<file path="src/rtl/core/gsbe_pkg.sv">
package gsbe_pkg;

   // Number of static samples per batch is 2**SAMPLES_LOG2. The batch sum is
   // the average with SAMPLES_LOG2 fraction bits.
   localparam int SAMPLES_LOG2 = 5;
   localparam int BATCH_SIZE   = 1 << SAMPLES_LOG2;

   localparam int RATE_W = 16;
   localparam int THR_W  = 15;
   localparam int LIM_W  = 20;
   localparam int BIAS_W = 21;
   localparam int CORR_W = 22;
   localparam int SUM_W  = RATE_W + SAMPLES_LOG2;
   localparam int CNT_W  = SAMPLES_LOG2;

   // Working width for the limit compare and the corrected difference.
   localparam int WIDE_W = ((SUM_W > BIAS_W) ? SUM_W : BIAS_W) + 1;

   localparam int AXES = 3;

   // Configuration port.
   localparam int CSR_IDX_W  = 2;
   localparam int CSR_DATA_W = LIM_W;
   localparam logic [CSR_IDX_W-1:0] CSR_STATIC_THRESHOLD = 2'd0;
   localparam logic [CSR_IDX_W-1:0] CSR_BIAS_LIMIT       = 2'd1;

   localparam logic [THR_W-1:0] THR_RESET = 15'd82;
   localparam logic [LIM_W-1:0] LIM_RESET = 20'd1573;

   // Result buffer.
   localparam int RSP_DEPTH = 3;
   localparam int LVL_W     = 2;

   localparam int REQ_TDATA_W = ((AXES * RATE_W + 7) / 8) * 8;
   localparam int RSP_TDATA_W = ((AXES * (CORR_W + BIAS_W) + 7) / 8) * 8;
   localparam int RSP_TUSER_W = 3;

   typedef enum logic [1:0] {
      BATCH_NONE   = 2'd0,
      BATCH_ACCEPT = 2'd1,
      BATCH_REJECT = 2'd2
   } batch_type;

   typedef struct packed {
      logic [AXES-1:0][SUM_W-1:0]  sum;
      logic [CNT_W-1:0]            count;
      logic [AXES-1:0][BIAS_W-1:0] bias;
   } state_type;

   typedef struct packed {
      batch_type                   batch_result;
      logic                        is_static;
      logic [AXES-1:0][BIAS_W-1:0] bias;
      logic [AXES-1:0][CORR_W-1:0] corrected;
   } rsp_type;

endpackage

</file>
<file path="src/rtl/core/gsbe_update.sv">
module gsbe_update (
   input  logic [gsbe_pkg::AXES-1:0][gsbe_pkg::RATE_W-1:0] rate,
   input  logic [gsbe_pkg::THR_W-1:0]                      thr,
   input  logic [gsbe_pkg::LIM_W-1:0]                      lim,
   input  gsbe_pkg::state_type                             state,
   output gsbe_pkg::state_type                             state_in,
   output gsbe_pkg::rsp_type                               rsp
);

   localparam int W = gsbe_pkg::WIDE_W;
   localparam logic signed [W-1:0] CORR_MAX = W'((1 << (gsbe_pkg::CORR_W - 1)) - 1);
   localparam logic signed [W-1:0] CORR_MIN = -CORR_MAX - W'(1);

   always_comb begin
      logic signed [gsbe_pkg::RATE_W:0]   thr_s;
      logic signed [W-1:0]                lim_s;
      logic signed [gsbe_pkg::RATE_W:0]   rate_e;
      logic signed [gsbe_pkg::RATE_W-1:0] rate_s;
      logic signed [gsbe_pkg::SUM_W-1:0]  sum_s;
      logic signed [gsbe_pkg::SUM_W-1:0]  sum_new [gsbe_pkg::AXES];
      logic signed [gsbe_pkg::BIAS_W-1:0] bias_s;
      logic signed [W-1:0]                sum_w;
      logic signed [W-1:0]                diff;
      logic                               still;
      logic                               complete;
      logic                               in_limit;

      thr_s    = $signed({2'b00, thr});
      lim_s    = $signed(W'({1'b0, lim}));
      still    = 1'b1;
      in_limit = 1'b1;

      for (int i = 0; i < gsbe_pkg::AXES; i++) begin
         rate_s = $signed(rate[i]);
         rate_e = (gsbe_pkg::RATE_W + 1)'(rate_s);
         if (rate_e > thr_s || rate_e < -thr_s) begin
            still = 1'b0;
         end
         sum_s      = $signed(state.sum[i]);
         sum_new[i] = sum_s + gsbe_pkg::SUM_W'(rate_s);
         sum_w      = W'(sum_new[i]);
         if (sum_w > lim_s || sum_w < -lim_s) begin
            in_limit = 1'b0;
         end
      end

      // The last static sample of a batch closes it.
      complete = still && (state.count == gsbe_pkg::CNT_W'(gsbe_pkg::BATCH_SIZE - 1));

      state_in = state;
      if (still) begin
         if (complete) begin
            state_in.count = '0;
            for (int i = 0; i < gsbe_pkg::AXES; i++) begin
               state_in.sum[i] = '0;
               if (in_limit) begin
                  state_in.bias[i] = gsbe_pkg::BIAS_W'(W'(sum_new[i]));
               end
            end
         end else begin
            state_in.count = state.count + gsbe_pkg::CNT_W'(1);
            for (int i = 0; i < gsbe_pkg::AXES; i++) begin
               state_in.sum[i] = sum_new[i];
            end
         end
      end

      // Correction uses the bias as updated by this same sample.
      for (int i = 0; i < gsbe_pkg::AXES; i++) begin
         rate_s = $signed(rate[i]);
         bias_s = $signed(state_in.bias[i]);
         diff   = (W'(rate_s) <<< gsbe_pkg::SAMPLES_LOG2) - W'(bias_s);
         if (diff > CORR_MAX) begin
            diff = CORR_MAX;
         end else if (diff < CORR_MIN) begin
            diff = CORR_MIN;
         end
         rsp.corrected[i] = gsbe_pkg::CORR_W'(diff);
         rsp.bias[i]      = state_in.bias[i];
      end

      rsp.is_static = still;
      if (!complete) begin
         rsp.batch_result = gsbe_pkg::BATCH_NONE;
      end else if (in_limit) begin
         rsp.batch_result = gsbe_pkg::BATCH_ACCEPT;
      end else begin
         rsp.batch_result = gsbe_pkg::BATCH_REJECT;
      end
   end

endmodule

</file>
<file path="src/rtl/core/gsbe_rsp_fifo.sv">
module gsbe_rsp_fifo (
   input  logic                         clock,
   input  logic                         reset,
   input  logic                         wr_en,
   input  gsbe_pkg::rsp_type            wr_data,
   output logic                         rd_valid,
   input  logic                         rd_ready,
   output gsbe_pkg::rsp_type            rd_data,
   output logic [gsbe_pkg::LVL_W-1:0]   level
);

   localparam logic [gsbe_pkg::LVL_W-1:0] LAST = gsbe_pkg::LVL_W'(gsbe_pkg::RSP_DEPTH - 1);

   gsbe_pkg::rsp_type               entry_ff [gsbe_pkg::RSP_DEPTH];
   logic [gsbe_pkg::LVL_W-1:0]      wr_ptr_ff, wr_ptr_in;
   logic [gsbe_pkg::LVL_W-1:0]      rd_ptr_ff, rd_ptr_in;
   logic [gsbe_pkg::LVL_W-1:0]      level_ff, level_in;
   logic                            pop;

   assign rd_valid = (level_ff != '0);
   assign rd_data  = entry_ff[rd_ptr_ff];
   assign level    = level_ff;
   assign pop      = rd_valid && rd_ready;

   always_comb begin
      wr_ptr_in = wr_ptr_ff;
      rd_ptr_in = rd_ptr_ff;
      level_in  = level_ff;
      if (wr_en) begin
         wr_ptr_in = (wr_ptr_ff == LAST) ? '0 : wr_ptr_ff + gsbe_pkg::LVL_W'(1);
      end
      if (pop) begin
         rd_ptr_in = (rd_ptr_ff == LAST) ? '0 : rd_ptr_ff + gsbe_pkg::LVL_W'(1);
      end
      if (wr_en && !pop) begin
         level_in = level_ff + gsbe_pkg::LVL_W'(1);
      end else if (pop && !wr_en) begin
         level_in = level_ff - gsbe_pkg::LVL_W'(1);
      end
   end

   always_ff @(posedge clock) begin
      if (reset) begin
         wr_ptr_ff <= '0;
         rd_ptr_ff <= '0;
         level_ff  <= '0;
      end else begin
         wr_ptr_ff <= wr_ptr_in;
         rd_ptr_ff <= rd_ptr_in;
         level_ff  <= level_in;
      end
   end

   always_ff @(posedge clock) begin
      if (wr_en) begin
         entry_ff[wr_ptr_ff] <= wr_data;
      end
   end

endmodule

</file>
<file path="src/rtl/core/gyro_static_bias_estimator_core.sv">
// Gyro static bias estimator.
//
// Requests arrive on the req_ stream, one raw three-axis gyro sample per
// request. Each request produces exactly one response on the rsp_ stream: the
// sample minus the current bias, the bias itself, and status flags. A sample
// is static when every axis lies within the static threshold; every
// 2**SAMPLES_LOG2 static samples the per-axis sums are checked against the
// bias limit and, if all fit, replace the bias.
// The csr_ channel writes the static threshold (index 0) and the bias limit
// (index 1); it is always ready and should be used only while the block is idle.
// rsp_tvalid rises once an accepted request has passed the input register and
// been written into the response buffer. Throughput is one request per cycle
// while the buffer has room: the whole update is one registered pass from the
// input register to a three-entry response buffer.
// When the receiver stalls, the buffer keeps absorbing requests; req_tready
// drops only once the buffer plus the input register hold three requests.
// Synchronous reset clears the sums, the count and the bias, restores the
// register defaults (threshold 82, limit 1573) and empties the pipeline.
module gyro_static_bias_estimator_core (
   input  logic                              clock,
   input  logic                              reset,
   // req_tdata, from bit 0: rate_x[15:0], rate_y[15:0], rate_z[15:0]
   input  logic                              req_tvalid,
   output logic                              req_tready,
   input  logic [gsbe_pkg::REQ_TDATA_W-1:0]  req_tdata,
   // rsp_tdata, from bit 0: corrected_x[21:0], corrected_y[21:0],
   // corrected_z[21:0], bias_x[20:0], bias_y[20:0], bias_z[20:0], zero fill
   output logic                              rsp_tvalid,
   input  logic                              rsp_tready,
   output logic [gsbe_pkg::RSP_TDATA_W-1:0]  rsp_tdata,
   // rsp_tuser, from bit 0: is_static, batch_result[1:0]
   output logic [gsbe_pkg::RSP_TUSER_W-1:0]  rsp_tuser,
   input  logic                              csr_valid,
   output logic                              csr_ready,
   input  logic [gsbe_pkg::CSR_IDX_W-1:0]    csr_index,
   input  logic [gsbe_pkg::CSR_DATA_W-1:0]   csr_data
);

   logic [gsbe_pkg::THR_W-1:0]                     thr_ff, thr_in;
   logic [gsbe_pkg::LIM_W-1:0]                     lim_ff, lim_in;
   logic                                           s1_valid_ff;
   logic [gsbe_pkg::AXES-1:0][gsbe_pkg::RATE_W-1:0] s1_rate_ff;
   gsbe_pkg::state_type                            state_ff, state_in;
   gsbe_pkg::rsp_type                              upd_rsp;
   gsbe_pkg::rsp_type                              out_rsp;
   logic [gsbe_pkg::LVL_W-1:0]                     level;
   logic                                           req_accept;

   assign csr_ready  = 1'b1;
   assign req_accept = req_tvalid && req_tready;

   // Credit check: the input register and the buffer together never hold more
   // requests than the buffer can take.
   assign req_tready = ({1'b0, level} + {2'b00, s1_valid_ff})
                       < (gsbe_pkg::LVL_W + 1)'(gsbe_pkg::RSP_DEPTH);

   always_comb begin
      thr_in = thr_ff;
      lim_in = lim_ff;
      if (csr_valid && csr_ready) begin
         if (csr_index == gsbe_pkg::CSR_STATIC_THRESHOLD) begin
            thr_in = csr_data[gsbe_pkg::THR_W-1:0];
         end else if (csr_index == gsbe_pkg::CSR_BIAS_LIMIT) begin
            lim_in = csr_data[gsbe_pkg::LIM_W-1:0];
         end
      end
   end

   always_ff @(posedge clock) begin
      if (reset) begin
         thr_ff      <= gsbe_pkg::THR_RESET;
         lim_ff      <= gsbe_pkg::LIM_RESET;
         s1_valid_ff <= 1'b0;
         state_ff    <= '0;
      end else begin
         thr_ff      <= thr_in;
         lim_ff      <= lim_in;
         s1_valid_ff <= req_accept;
         if (s1_valid_ff) begin
            state_ff <= state_in;
         end
      end
   end

   always_ff @(posedge clock) begin
      if (req_accept) begin
         s1_rate_ff <= req_tdata[gsbe_pkg::AXES*gsbe_pkg::RATE_W-1:0];
      end
   end

   gsbe_update u_update (
      .rate     (s1_rate_ff),
      .thr      (thr_ff),
      .lim      (lim_ff),
      .state    (state_ff),
      .state_in (state_in),
      .rsp      (upd_rsp)
   );

   gsbe_rsp_fifo u_rsp_fifo (
      .clock    (clock),
      .reset    (reset),
      .wr_en    (s1_valid_ff),
      .wr_data  (upd_rsp),
      .rd_valid (rsp_tvalid),
      .rd_ready (rsp_tready),
      .rd_data  (out_rsp),
      .level    (level)
   );

   assign rsp_tdata = gsbe_pkg::RSP_TDATA_W'({out_rsp.bias, out_rsp.corrected});
   assign rsp_tuser = {out_rsp.batch_result, out_rsp.is_static};

   // An accepted request reaches the update stage on the next edge.
   a_req_to_stage: assert property (@(posedge clock) disable iff (reset)
      req_accept |=> s1_valid_ff)
      else $error("accepted request did not reach the update stage");

   // The update stage never writes into a full response buffer.
   a_no_overflow: assert property (@(posedge clock) disable iff (reset)
      s1_valid_ff |-> (level != gsbe_pkg::LVL_W'(gsbe_pkg::RSP_DEPTH)
                       || (rsp_tvalid && rsp_tready)))
      else $error("response buffer overflow");

   // A closed batch restarts the static count.
   a_batch_clears: assert property (@(posedge clock) disable iff (reset)
      (s1_valid_ff && upd_rsp.batch_result != gsbe_pkg::BATCH_NONE)
      |=> (state_ff.count == '0))
      else $error("static count not cleared after batch");

   // Only a static sample can close a batch.
   a_batch_static: assert property (@(posedge clock) disable iff (reset)
      (rsp_tvalid && out_rsp.batch_result != gsbe_pkg::BATCH_NONE)
      |-> out_rsp.is_static)
      else $error("batch result on a non-static sample");

endmodule

</file>
<file path="config.mk">
export PLATFORM = sky130hd
export DESIGN_NAME = gyro_static_bias_estimator_core
export DESIGN_NICKNAME = d
export VERILOG_FILES = /design/src/rtl/core/gsbe_pkg.sv /design/src/rtl/core/gsbe_update.sv /design/src/rtl/core/gsbe_rsp_fifo.sv /design/src/rtl/core/gyro_static_bias_estimator_core.sv
export SDC_FILE = /design/constraint.sdc
export NUM_CORES = 1
export LEC_CHECK = 0
export ABC_AREA = 1
export BUFFER_PORTS_ARGS = -buffer_cell sky130_fd_sc_hd__buf_2
export CAP_MARGIN = 20
export CORE_AREA = 2 2 294 354
export DETAILED_ROUTE_END_ITERATION = 6
export DIE_AREA = 0 0 296 356
export PLACE_DENSITY = 0.5
export REMOVE_ABC_BUFFERS = 1
export SLEW_MARGIN = 40
export SYNTH_ARGS = -nofsm -noshare
export SYNTH_HDL_FRONTEND = slang
export SYNTH_SLANG_ARGS = --single-unit
</file>
<file path="constraint.sdc">
create_clock -name clock -period 18.1 [get_ports clock]
set_clock_uncertainty 0.15 [all_clocks]
set_input_delay 0.905 -clock clock [delete_from_list [all_inputs] [get_ports clock]]
set_output_delay 0.905 -clock clock [all_outputs]
set_load 0.01 [all_outputs]
</file>
==> After elaboration in Yosys (flattened, before gate mapping) <==
Memory sizes are Yosys's and may differ from the RTL's. A register that Yosys moved wholly into a read port is not among the register bits.
Index checks and enable logic that the tools add are counted.
W data, S select, Z words.
{ "op_classes": {"n_addsub": 14, "magnitude_cmp": 19, "eq_ne": 4, "muxes": 28, "bitwise_logic": 1, "reduce_logical": 19} }
{ "op_table": {"columns": ["operator", "count"], "rows": [
  ["$mux W22", 6],
  ["$mux W63", 2],
  ["$mux W68", 1],
  ["$gt A22 B22 Y1 const B", 3],
  ["$lt A21 B22 Y1", 3],
  ["$lt A22 B22 Y1 const B", 3],
  ["$sub A21 B21 Y22", 3],
  ["$add A21 B16 Y21", 3],
  ["$gt A21 B21 Y1", 3],
  ["$mux W21", 3],
  ["$lt A16 B17 Y1", 3],
  ["$gt A16 B16 Y1", 3],
  ["$neg A20 Y22", 1],
  ["$neg A15 Y17", 1],
  ["$mux W2", 8],
  ["$mux W1", 8],
  ["$add A2 B1 Y2 const B", 3],
  ["$logic_or A1 B1 Y1", 6],
  ["$add A5 B1 Y5 const B", 1],
  ["$eq A5 B5 Y1 const B", 1],
  ["$logic_and A1 B1 Y1", 5],
  ["$eq A2 B2 Y1 const B", 2],
  ["$reduce_and A2 Y1", 2],
  ["$reduce_bool A2 Y1", 2],
  ["8 further kinds", 9]
]} }
{ "totals": {"regBits": 221, "mem_bits_rw": 396, "in_bits": 75, "output_inout_bits": 142, "word_cells": 102, "memories": 1} }
{ "mem_list": {"columns": ["memory", "words", "word_bits", "read_ports", "rd_clocked_by_memory_dff", "write_ports", "line_no", "source"], "rows": [
  ["u_rsp_fifo.entry_ff", 3, 132, 1, 1, 1, "gsbe_rsp_fifo.sv:14", "gsbe_pkg::rsp_type entry_ff [gsbe_pkg::RSP_DEPTH];"]
]} }

==> Depth between registers and ports, before layout <==
Gate-level depths: netlist (run 1).
{ "depth": {"word_depth": 13, "ltp_mapped": 44, "ltp_nobuf": 42} }

==> Hierarchy <==
From an unflattened synthesis (run 1), not the netlist that was laid out.
{ "unflattened": {"cells_unflattened": 4338, "area_unflattened_um2": 36989.2} }
{ "by_module_without_submodules": {"columns": ["mod", "instances", "cells_per_inst", "area_per_inst_um2"], "rows": [
  ["gsbe_rsp_fifo", 1, 1033, 14928.1],
  ["gsbe_update", 1, 2460, 14472.6],
  ["gyro_static_bias_estimator_core", 1, 845, 7588.5]
]} }

==> Worst setup path after synthesis (run 1) <==
Ideal clock, no wire load.
{ "synth_path": {"path_kind": "reg2reg", "from": "register s1_valid_ff", "to": "memory u_rsp_fifo.entry_ff[0][0] in the netlist's numbering (enable)", "t_arrival_ns": 9.639, "required_ns": 17.161, "path_slack_ns": 7.523, "stages_incl_launch_ff": 4, "period_less_slack_ns": 10.577, "path_cell_list": "dfxtp_1 > inv_1 > clkbuf_1 > nor3_1"} }
{ "synth_via": {"elab_chain_cells": 2} }
{ "synth_lines": {"columns": ["item", "line_no", "source"], "rows": [
  ["start, declared", "gyro_static_bias_estimator_core.sv:41", "logic s1_valid_ff;"],
  ["start signal, assigned", "gyro_static_bias_estimator_core.sv:78", "s1_valid_ff <= req_accept;"],
  ["$mux W1", "gsbe_rsp_fifo.sv:55", "if (wr_en) begin"],
  ["$mux W1 (not written as such)", "gsbe_rsp_fifo.sv:56", "entry_ff[wr_ptr_ff] <= wr_data;"],
  ["end, declared", "gsbe_rsp_fifo.sv:14", null]
]} }
Every way passes these cells.

==> summary.txt, run 1 <==
Status
  – Status: completed

Pwr
  – Power density of the placed cells: 106 nW/µm²
  – P_int: 2830 µW
  – Leak pwr: 0.0178 µW
  – Clk pwr share: 0.329
  – Power share of the sequential group: 0.403
  – Switch share: 0.340
  – Total power draw: 4280 µW
  – Combinational share of power: 0.268
  – Worst vdd ir: 0.0613 mV
  – Net Switching: 1460 µW

CTS
  – Root Driver: clkbuf_16
  – Post-CTS sizing: 0
  – CTS max path bufs: 3
  – Cts hold-fix bufs: 0
  – Clk sink count: 619
  – Num CTS Buffers: 71
  – H-tree levels: 3
  – Setup Fix Bufs, Post-CTS: 0
  – Clock Latency Late Sink: 0.65 ns
  – CTS tree: done
  – Clk slew on worst S/H paths: 0.06 ns

Detailed routing
  – DRC Markers: 0
  – DRT iter0 DRCs: 1835
  – Routed wirelength normalized by instance count: 20.4 µm
  – DR pass1 iterations: 6
  – Overall routed net length: 114000 µm
  – Antenna viol nets, final: 0
  – Vias: 28300
  – Vias/cell: 5.08

Worst setup path
  – Crit-path max FO: 45
  – Critical path data required time: 18.33 ns
  – Crit Path Category: flip-flop to flip-flop
  – Slowest cell on the critical path: buf_4
  – Most used cell, CP: nand2_1
  – Crit path DAT: 8.61 ns
  – CP Launch Type: flip-flop
  – Crit path capture type: flip-flop
  – CP max stage delay: 0.68 ns

Global route
  – Global route overflow: 0
  – Vias in the first global route: 27000
  – Initial antenna violation count: 5
  – Largest net degree at the start of global routing: 68
  – Gr usage total: 0.211
  – First-pass GRT wire length: 169000 µm

Yosys
  – Post-Syn Instances: 3943
  – Cell area after synthesis: 35400 µm²
  – Cell variety after synth: 60
  – Synth warnings: 0
  – Seq/Total Area, Yosys: 0.475
  – Syn Area/Cell: 8.99 µm²
  – Register bit total from synthesis: 619

STA
  – Worst slew pin tran: 0.873 ns
  – RSZ-0062 raised after global routing: no
  – Fin crit period: 8.38 ns
  – Final setup TNS: 0 ns
  – Hold Violations, Final: 0
  – Relative slew margins: 0.416
  – Pins Over Slew Limit: 0
  – Final-report setup violation count: 0
  – Final period util: 0.463
  – Max Clk Rate: 119 MHz
  – Final WS setup: 9.72 ns

Flow run
  – Max_cap viols: 0

Floorplanning
  – Die height: 356 µm
  – Die ar.: 105000 µm²
  – Core box area: 102000 µm²
  – I/O pins: 217
  – Die X: 296 µm
  – Initial Util: 0.346
  – Num rows: 129

Cells and area
  – Final nets: 4548
  – # fillers: 10400
  – Share of layout cells above drive strength 1: 0.107
  – Area Overhead vs Synth: 13.5%
  – Commonest non-fill, non-tap cell in the layout: nand2_1
  – Final Cell Area: 40200 µm²
  – Commonest non-fill, non-tap cells in the layout: nand2_1, a21oi_1, edfxtp_1
  – Final Util: 0.393

Place
  – Pre-CTS setup slack: 9.81 ns
  – Area of placed instances: 37900 µm²
  – Port Buffer Count: 208
  – Global placement routability congestion: 0.907
  – Post-detail-place hpwl: 83800 µm

Min path
  – Tightest Hold Check Type: input port to flip-flop
[cell families after synthesis]
| group | after synthesis | share of synthesized area |
|---|---|---|
| DFF | 619 | 0.475 |
| other | 2 | 0.000212 |
| AOI/OAI and AO/OA | 914 | 0.147 |
| xor gates and xnor gates | 110 | 0.0272 |
| buffers and inverters | 569 | 0.0629 |
| adders and majority gates | 340 | 0.121 |
| and+or+nand+nor | 1389 | 0.167 |
[path summary, 6_finish.rpt]
path	startpoint	to	slack (ns)	cells past startpoint
worst min-delay path	req_tdata[42]	s1_rate_ff[42]$_DFFE_PP_	0.28	1
worst max register to register	s1_rate_ff[1]$_DFFE_PP_	u_rsp_fifo.entry_ff[0][43]$_DFFE_PP_	9.72	33
worst min register to register	state_ff[31]$_SDFFE_PP0P_	state_ff[31]$_SDFFE_PP0P_	0.32	2
worst max-delay path	s1_rate_ff[1]$_DFFE_PP_	u_rsp_fifo.entry_ff[0][43]$_DFFE_PP_	9.72	33
[flip-flops by register name, summed over array words and instances (netlist names), named ones only]
register	cells
s1_valid_ff	1
s1_rate_ff	48
lim_ff	20
u_rsp_fifo.level	2
u_rsp_fifo.rd_ptr_ff	2
u_rsp_fifo.entry_ff	396
u_rsp_fifo.wr_ptr_ff	2
state_ff	131
thr_ff	15
[per-layer routing]
layer	vias to the layer above	share of wire	GRT usage
li1	14000	-	-
met1	13500	0.45	0.281
met2	638	0.48	0.359
met3	149	0.040	0.0247
met4	0	0.026	0.0628
met5	-	0	0
[critical path: cells and delay by family (launching register included)]
family	cells	cell delay, ns
and+or+nand+nor	14	2.13
AOI/OAI and AO/OA	9	2.55
adders and majority gates	3	1.12
buffers and inverters	6	1.46
xor gates and xnor gates	1	0.19
DFF	1	0.49
[synth_stat cells (all sizes together)]
| cell type | instances | area (µm²) |
|---|---|---|
| o21a | 11 | 82.6 |
| o31ai | 5 | 37.5 |
| o21bai | 5 | 37.5 |
| xor2 | 81 | 709 |
| conb | 2 | 7.51 |
| a221oi | 9 | 78.8 |
| nand3b | 5 | 41.3 |
| a31o | 2 | 17.5 |
| a31oi | 5 | 31.3 |
| nor2 | 375 | 1500 |
| and2 | 2 | 13.8 |
| ha | 337 | 4220 |
| a21boi | 6 | 45.0 |
| nor3b | 4 | 35.0 |
| dfxtp | 175 | 3500 |
| a2111oi | 1 | 8.76 |
| a21o | 15 | 113 |
| o31a | 1 | 8.76 |
| a211oi | 9 | 67.6 |
| nand4 | 49 | 322 |
| o211ai | 62 | 465 |
| inv | 433 | 1630 |
| xnor2 | 29 | 254 |
| nand3 | 114 | 586 |
| o21ai | 201 | 1140 |
| a22oi | 64 | 480 |
| a21oi | 518 | 2590 |
| buf | 31 | 209 |
| nand2 | 756 | 2930 |
| and3 | 1 | 6.26 |
| clkbuf | 101 | 379 |
| clkinv | 4 | 15.0 |
| edfxtp | 444 | 13300 |
| nor4 | 9 | 56.3 |
| or2 | 32 | 203 |
| fa | 3 | 60.1 |
| nor3 | 42 | 230 |
[metrics by stage]
| stage | cells | hold WS, ns |
|---|---|---|
| finish | 5567 | 0.283 |
| detailed placement | 5433 | 0.308 |
| global route | 5565 | 0.254 |
| global placement | 5433 | 0.308 |
| floorplan | 3817 | 0.294 |
| CTS | 5562 | 0.245 |
[power by group through the flow]
stage          clock network, µW  logic, µW  registers [µW]
2_1_floorplan                  0        716            1760
3_3_place_gp                   0       1150            1760
3_5_place_dp                   0       1150            1760
4_1_cts                     1440       1160            1730
5_1_grt                     1500       1280            1740
6_report                    1410       1150            1730
[area by class of cell]
| cell class | count | area, µm² | area share |
|---|---|---|---|
| Clock buffer | 97 | 1930 | 0.0479 |
| Timing Repair Buffer | 243 | 1350 | 0.0336 |
| Multi-Input combinational cell | 2761 | 16400 | 0.408 |
| Tap cell | 1375 | 1720 | 0.0428 |
| Clock inverter | 32 | 307 | 0.00762 |
| Sequential cell | 619 | 16800 | 0.419 |
| Antenna cell | 3 | 7.51 | 0.000187 |
| Inverter | 437 | 1650 | 0.0411 |
(Power assumes the default switching activity.)
==> inputs of run 2 (changes only) <==
clock period = 8.4 ns   (was 18.1 ns; I/O delays follow)
==> run 2 against run 1 <==
Sequential power grew 120%. Clock power grew 120%. Setup slack lost 8.6 ns. Wire length shrank 0.11%. Fmax grew 16%. Non-clock buffer count grew 68. Final area grew 1.8%. Core utilization grew 0.72 points. Critical endpoint is now u_rsp_fifo.entry_ff[0][39]$_DFFE_PP_. Highest routed layer is now met5.
==> summary.txt, run 2 (synthesized netlist as in run 1, its figures left out) <==
CTS
  – Clock Latency Late Sink: 0.65 ns (about the same)
  – Post-CTS sizing: 0 (unchanged)
  – Clk sink count: 619 (unchanged)
  – CTS max path bufs: 3 (unchanged)
  – Cts hold-fix bufs: 65 (was 0)
  – Num CTS Buffers: 69 (was 71)
  – H-tree levels: 3 (unchanged)
  – Root Driver: clkbuf_16 (unchanged)
  – Clk slew on worst S/H paths: 0.06 ns (about the same)
  – Setup Fix Bufs, Post-CTS: 0 (unchanged)
  – CTS tree: done (unchanged)

STA
  – Relative slew margins: 0.418 (was 0.416)
  – Pins Over Slew Limit: 0 (unchanged)
  – Fin crit period: 7.24 ns (was 8.38 ns)
  – Final WS setup: 1.16 ns (was 9.72 ns)
  – Max Clk Rate: 138 MHz (was 119 MHz)
  – Final-report setup violation count: 0 (unchanged)
  – Hold slack final: 0.0423 ns (was 0.283 ns)
  – RSZ-0062 raised after global routing: no (unchanged)
  – Hold Violations, Final: 0 (unchanged)
  – Final period util: 0.862 (was 0.463)
  – Worst slew pin tran: 0.871 ns (was 0.873 ns)

Worst setup path
  – CP Launch Type: flip-flop (unchanged)
  – Delay-heaviest family, CP: compound AO/OA/AOI/OAI gates (unchanged)
  – Crit path DAT: 7.48 ns (was 8.61 ns)
  – Critical path data required time: 8.64 ns (was 18.33 ns)
  – Slowest cell on the critical path: edfxtp_1 (was buf_4)
  – Crit Path Category: flip-flop to flip-flop (unchanged)
  – Crit-path max FO: 37 (was 45)
  – Most used cell, CP: nand2_1 (unchanged)
  – CP bufs+invs: 6 (unchanged)
  – CP max stage delay: 0.49 ns (was 0.68 ns)
  – Crit path capture type: flip-flop (unchanged)

Min path
  – Tightest Hold Check Type: input port to flip-flop (unchanged)

Cells and area
  – # fillers: 10400 (about the same)
  – Top Registers: u_rsp_fifo.entry_ff x396, state_ff x131, s1_rate_ff x48 (unchanged)
  – Share of layout cells above drive strength 1: 0.106 (was 0.107)
  – Commonest non-fill, non-tap cells in the layout: nand2_1, a21oi_1, edfxtp_1 (unchanged)
  – Final Cell Area: 41000 µm² (was 40200 µm²)
  – Area Overhead vs Synth: 15.6% (was 13.5%)
  – Final nets: 4614 (was 4548)
  – Top reg by flops: u_rsp_fifo.entry_ff (unchanged)
  – Max reg flops: 396 (unchanged)
  – Antenna diodes: 0 (was 3)
  – Commonest non-fill, non-tap cell in the layout: nand2_1 (unchanged)

Detailed routing
  – DR pass1 iterations: 5 (was 6)
  – DRT iter0 DRCs: 1911 (was 1835)
  – DRC Markers: 0 (unchanged)
  – Routed wirelength normalized by instance count: 20.1 µm (was 20.4 µm)
  – Overall routed net length: 113000 µm (was 114000 µm)
  – Vias/cell: 5.03 (was 5.08)
  – Antenna viol nets, final: 0 (unchanged)
  – Vias: 28300 (about the same)

Floorplanning
  – Initial Util: 0.346 (unchanged)
  – Core box area: 102000 µm² (unchanged)
  – I/O pins: 217 (unchanged)
  – Die height: 356 µm (unchanged)
  – Num rows: 129 (unchanged)
  – Die X: 296 µm (unchanged)
  – Die ar.: 105000 µm² (unchanged)

Place
  – Global placement routability congestion: 0.926 (was 0.907)
  – Port Buffer Count: 208 (unchanged)
  – Area of placed instances: 38000 µm² (was 37900 µm²)
  – Post-detail-place hpwl: 83700 µm (was 83800 µm)
  – Pre-CTS setup slack: 1.20 ns (was 9.81 ns)

Pwr
  – Combinational share of power: 0.268 (about the same)
  – Net Switching: 3160 µW (was 1460 µW)
  – Leak pwr: 0.0181 µW (was 0.0178 µW)
  – Clk pwr share: 0.331 (was 0.329)
  – P_int: 6160 µW (was 2830 µW)
  – Power share of the sequential group: 0.401 (was 0.403)
  – Power density of the placed cells: 227 nW/µm² (was 106 nW/µm²)
  – Switch share: 0.339 (was 0.340)
  – Worst vdd ir: 0.133 mV (was 0.0613 mV)

Global route
  – Vias in the first global route: 27200 (was 27000)
  – Initial antenna violation count: 2 (was 5)
  – Global route overflow: 0 (unchanged)
  – Largest net degree at the start of global routing: 68 (unchanged)
  – Gr usage total: 0.212 (was 0.211)
  – First-pass GRT wire length: 169000 µm (about the same)

Flow run
  – Max_cap viols: 0 (unchanged)

Status
  – Status: completed (unchanged)
[run 2: cell count changes in the layout (fill, tap and decap cells not counted), sizes merged]
cell / delta
dlygate4sd3: +65
clkinv: +4
diode: -3
bufinv: +2
clkinvlp: +1
buf: +3
clkbuf: -9
[run 2: path summary, 6_finish.rpt]
path / depth (start not counted) / slack (ns) / start / to
setup reg to reg: 35 / 1.16 / s1_rate_ff[18]$_DFFE_PP_ / u_rsp_fifo.entry_ff[0][39]$_DFFE_PP_
hold / removal: 3 / 0.04 / csr_data[8] / thr_ff[8]$_SDFFE_PP0P_
setup / recovery: 35 / 1.16 / s1_rate_ff[18]$_DFFE_PP_ / u_rsp_fifo.entry_ff[0][39]$_DFFE_PP_
hold reg to reg: 2 / 0.33 / state_ff[31]$_SDFFE_PP0P_ / state_ff[31]$_SDFFE_PP0P_
[run 2: through the flow]
stage	instances	TNS (ns)	utilization	total power (µW)
final	5630	0	0.400	9310
after global routing	5630	0	0.400	9820
after CTS	5629	0	0.400	9420
after detailed placement	5437	0	0.371	6290
after global placement	5436	0	0.371	6290
after floorplan	3817	-1195.12	-	5330
[run 2: final cells by class]
| type | count | area, µm² | area share |
|---|---|---|---|
| flip-flops and latches | 619 | 16800 | 0.411 |
| multi-input cells | 2761 | 16400 | 0.401 |
| repair buffers | 311 | 2040 | 0.0498 |
| clock buffers | 88 | 1890 | 0.0462 |
| well taps | 1375 | 1720 | 0.0420 |
| inverters | 437 | 1650 | 0.0403 |
| clock inverters | 39 | 397 | 0.00968 |
[run 2: power groups by stage]
stage / logic [µW] / registers [µW] / clock network (µW)
CTS: 2520 / 3740 / 3160
finish: 2490 / 3730 / 3080
global route: 2790 / 3750 / 3280
global placement: 2480 / 3800 / 0
detailed placement: 2490 / 3800 / 0
floorplan: 1540 / 3790 / 0
[run 2: layer usage]
metal	wire (µm)	global-route usage
met1	52000	0.281
met2	55300	0.370
met3	4070	0.0230
met4	2000	0.0466
met5	11	0
[run 2: worst register-to-register path: cells and delay by family, from the launching register on]
kind / cells / cell delay, ns
adder cells (fa/ha/maj): 3 / 1.08
flip-flops: 1 / 0.49
AO/OA/AOI/OAI: 12 / 2.59
XOR/XNOR: 1 / 0.24
AND/OR/NAND/NOR: 13 / 1.46
buffers and inverters: 6 / 1.01
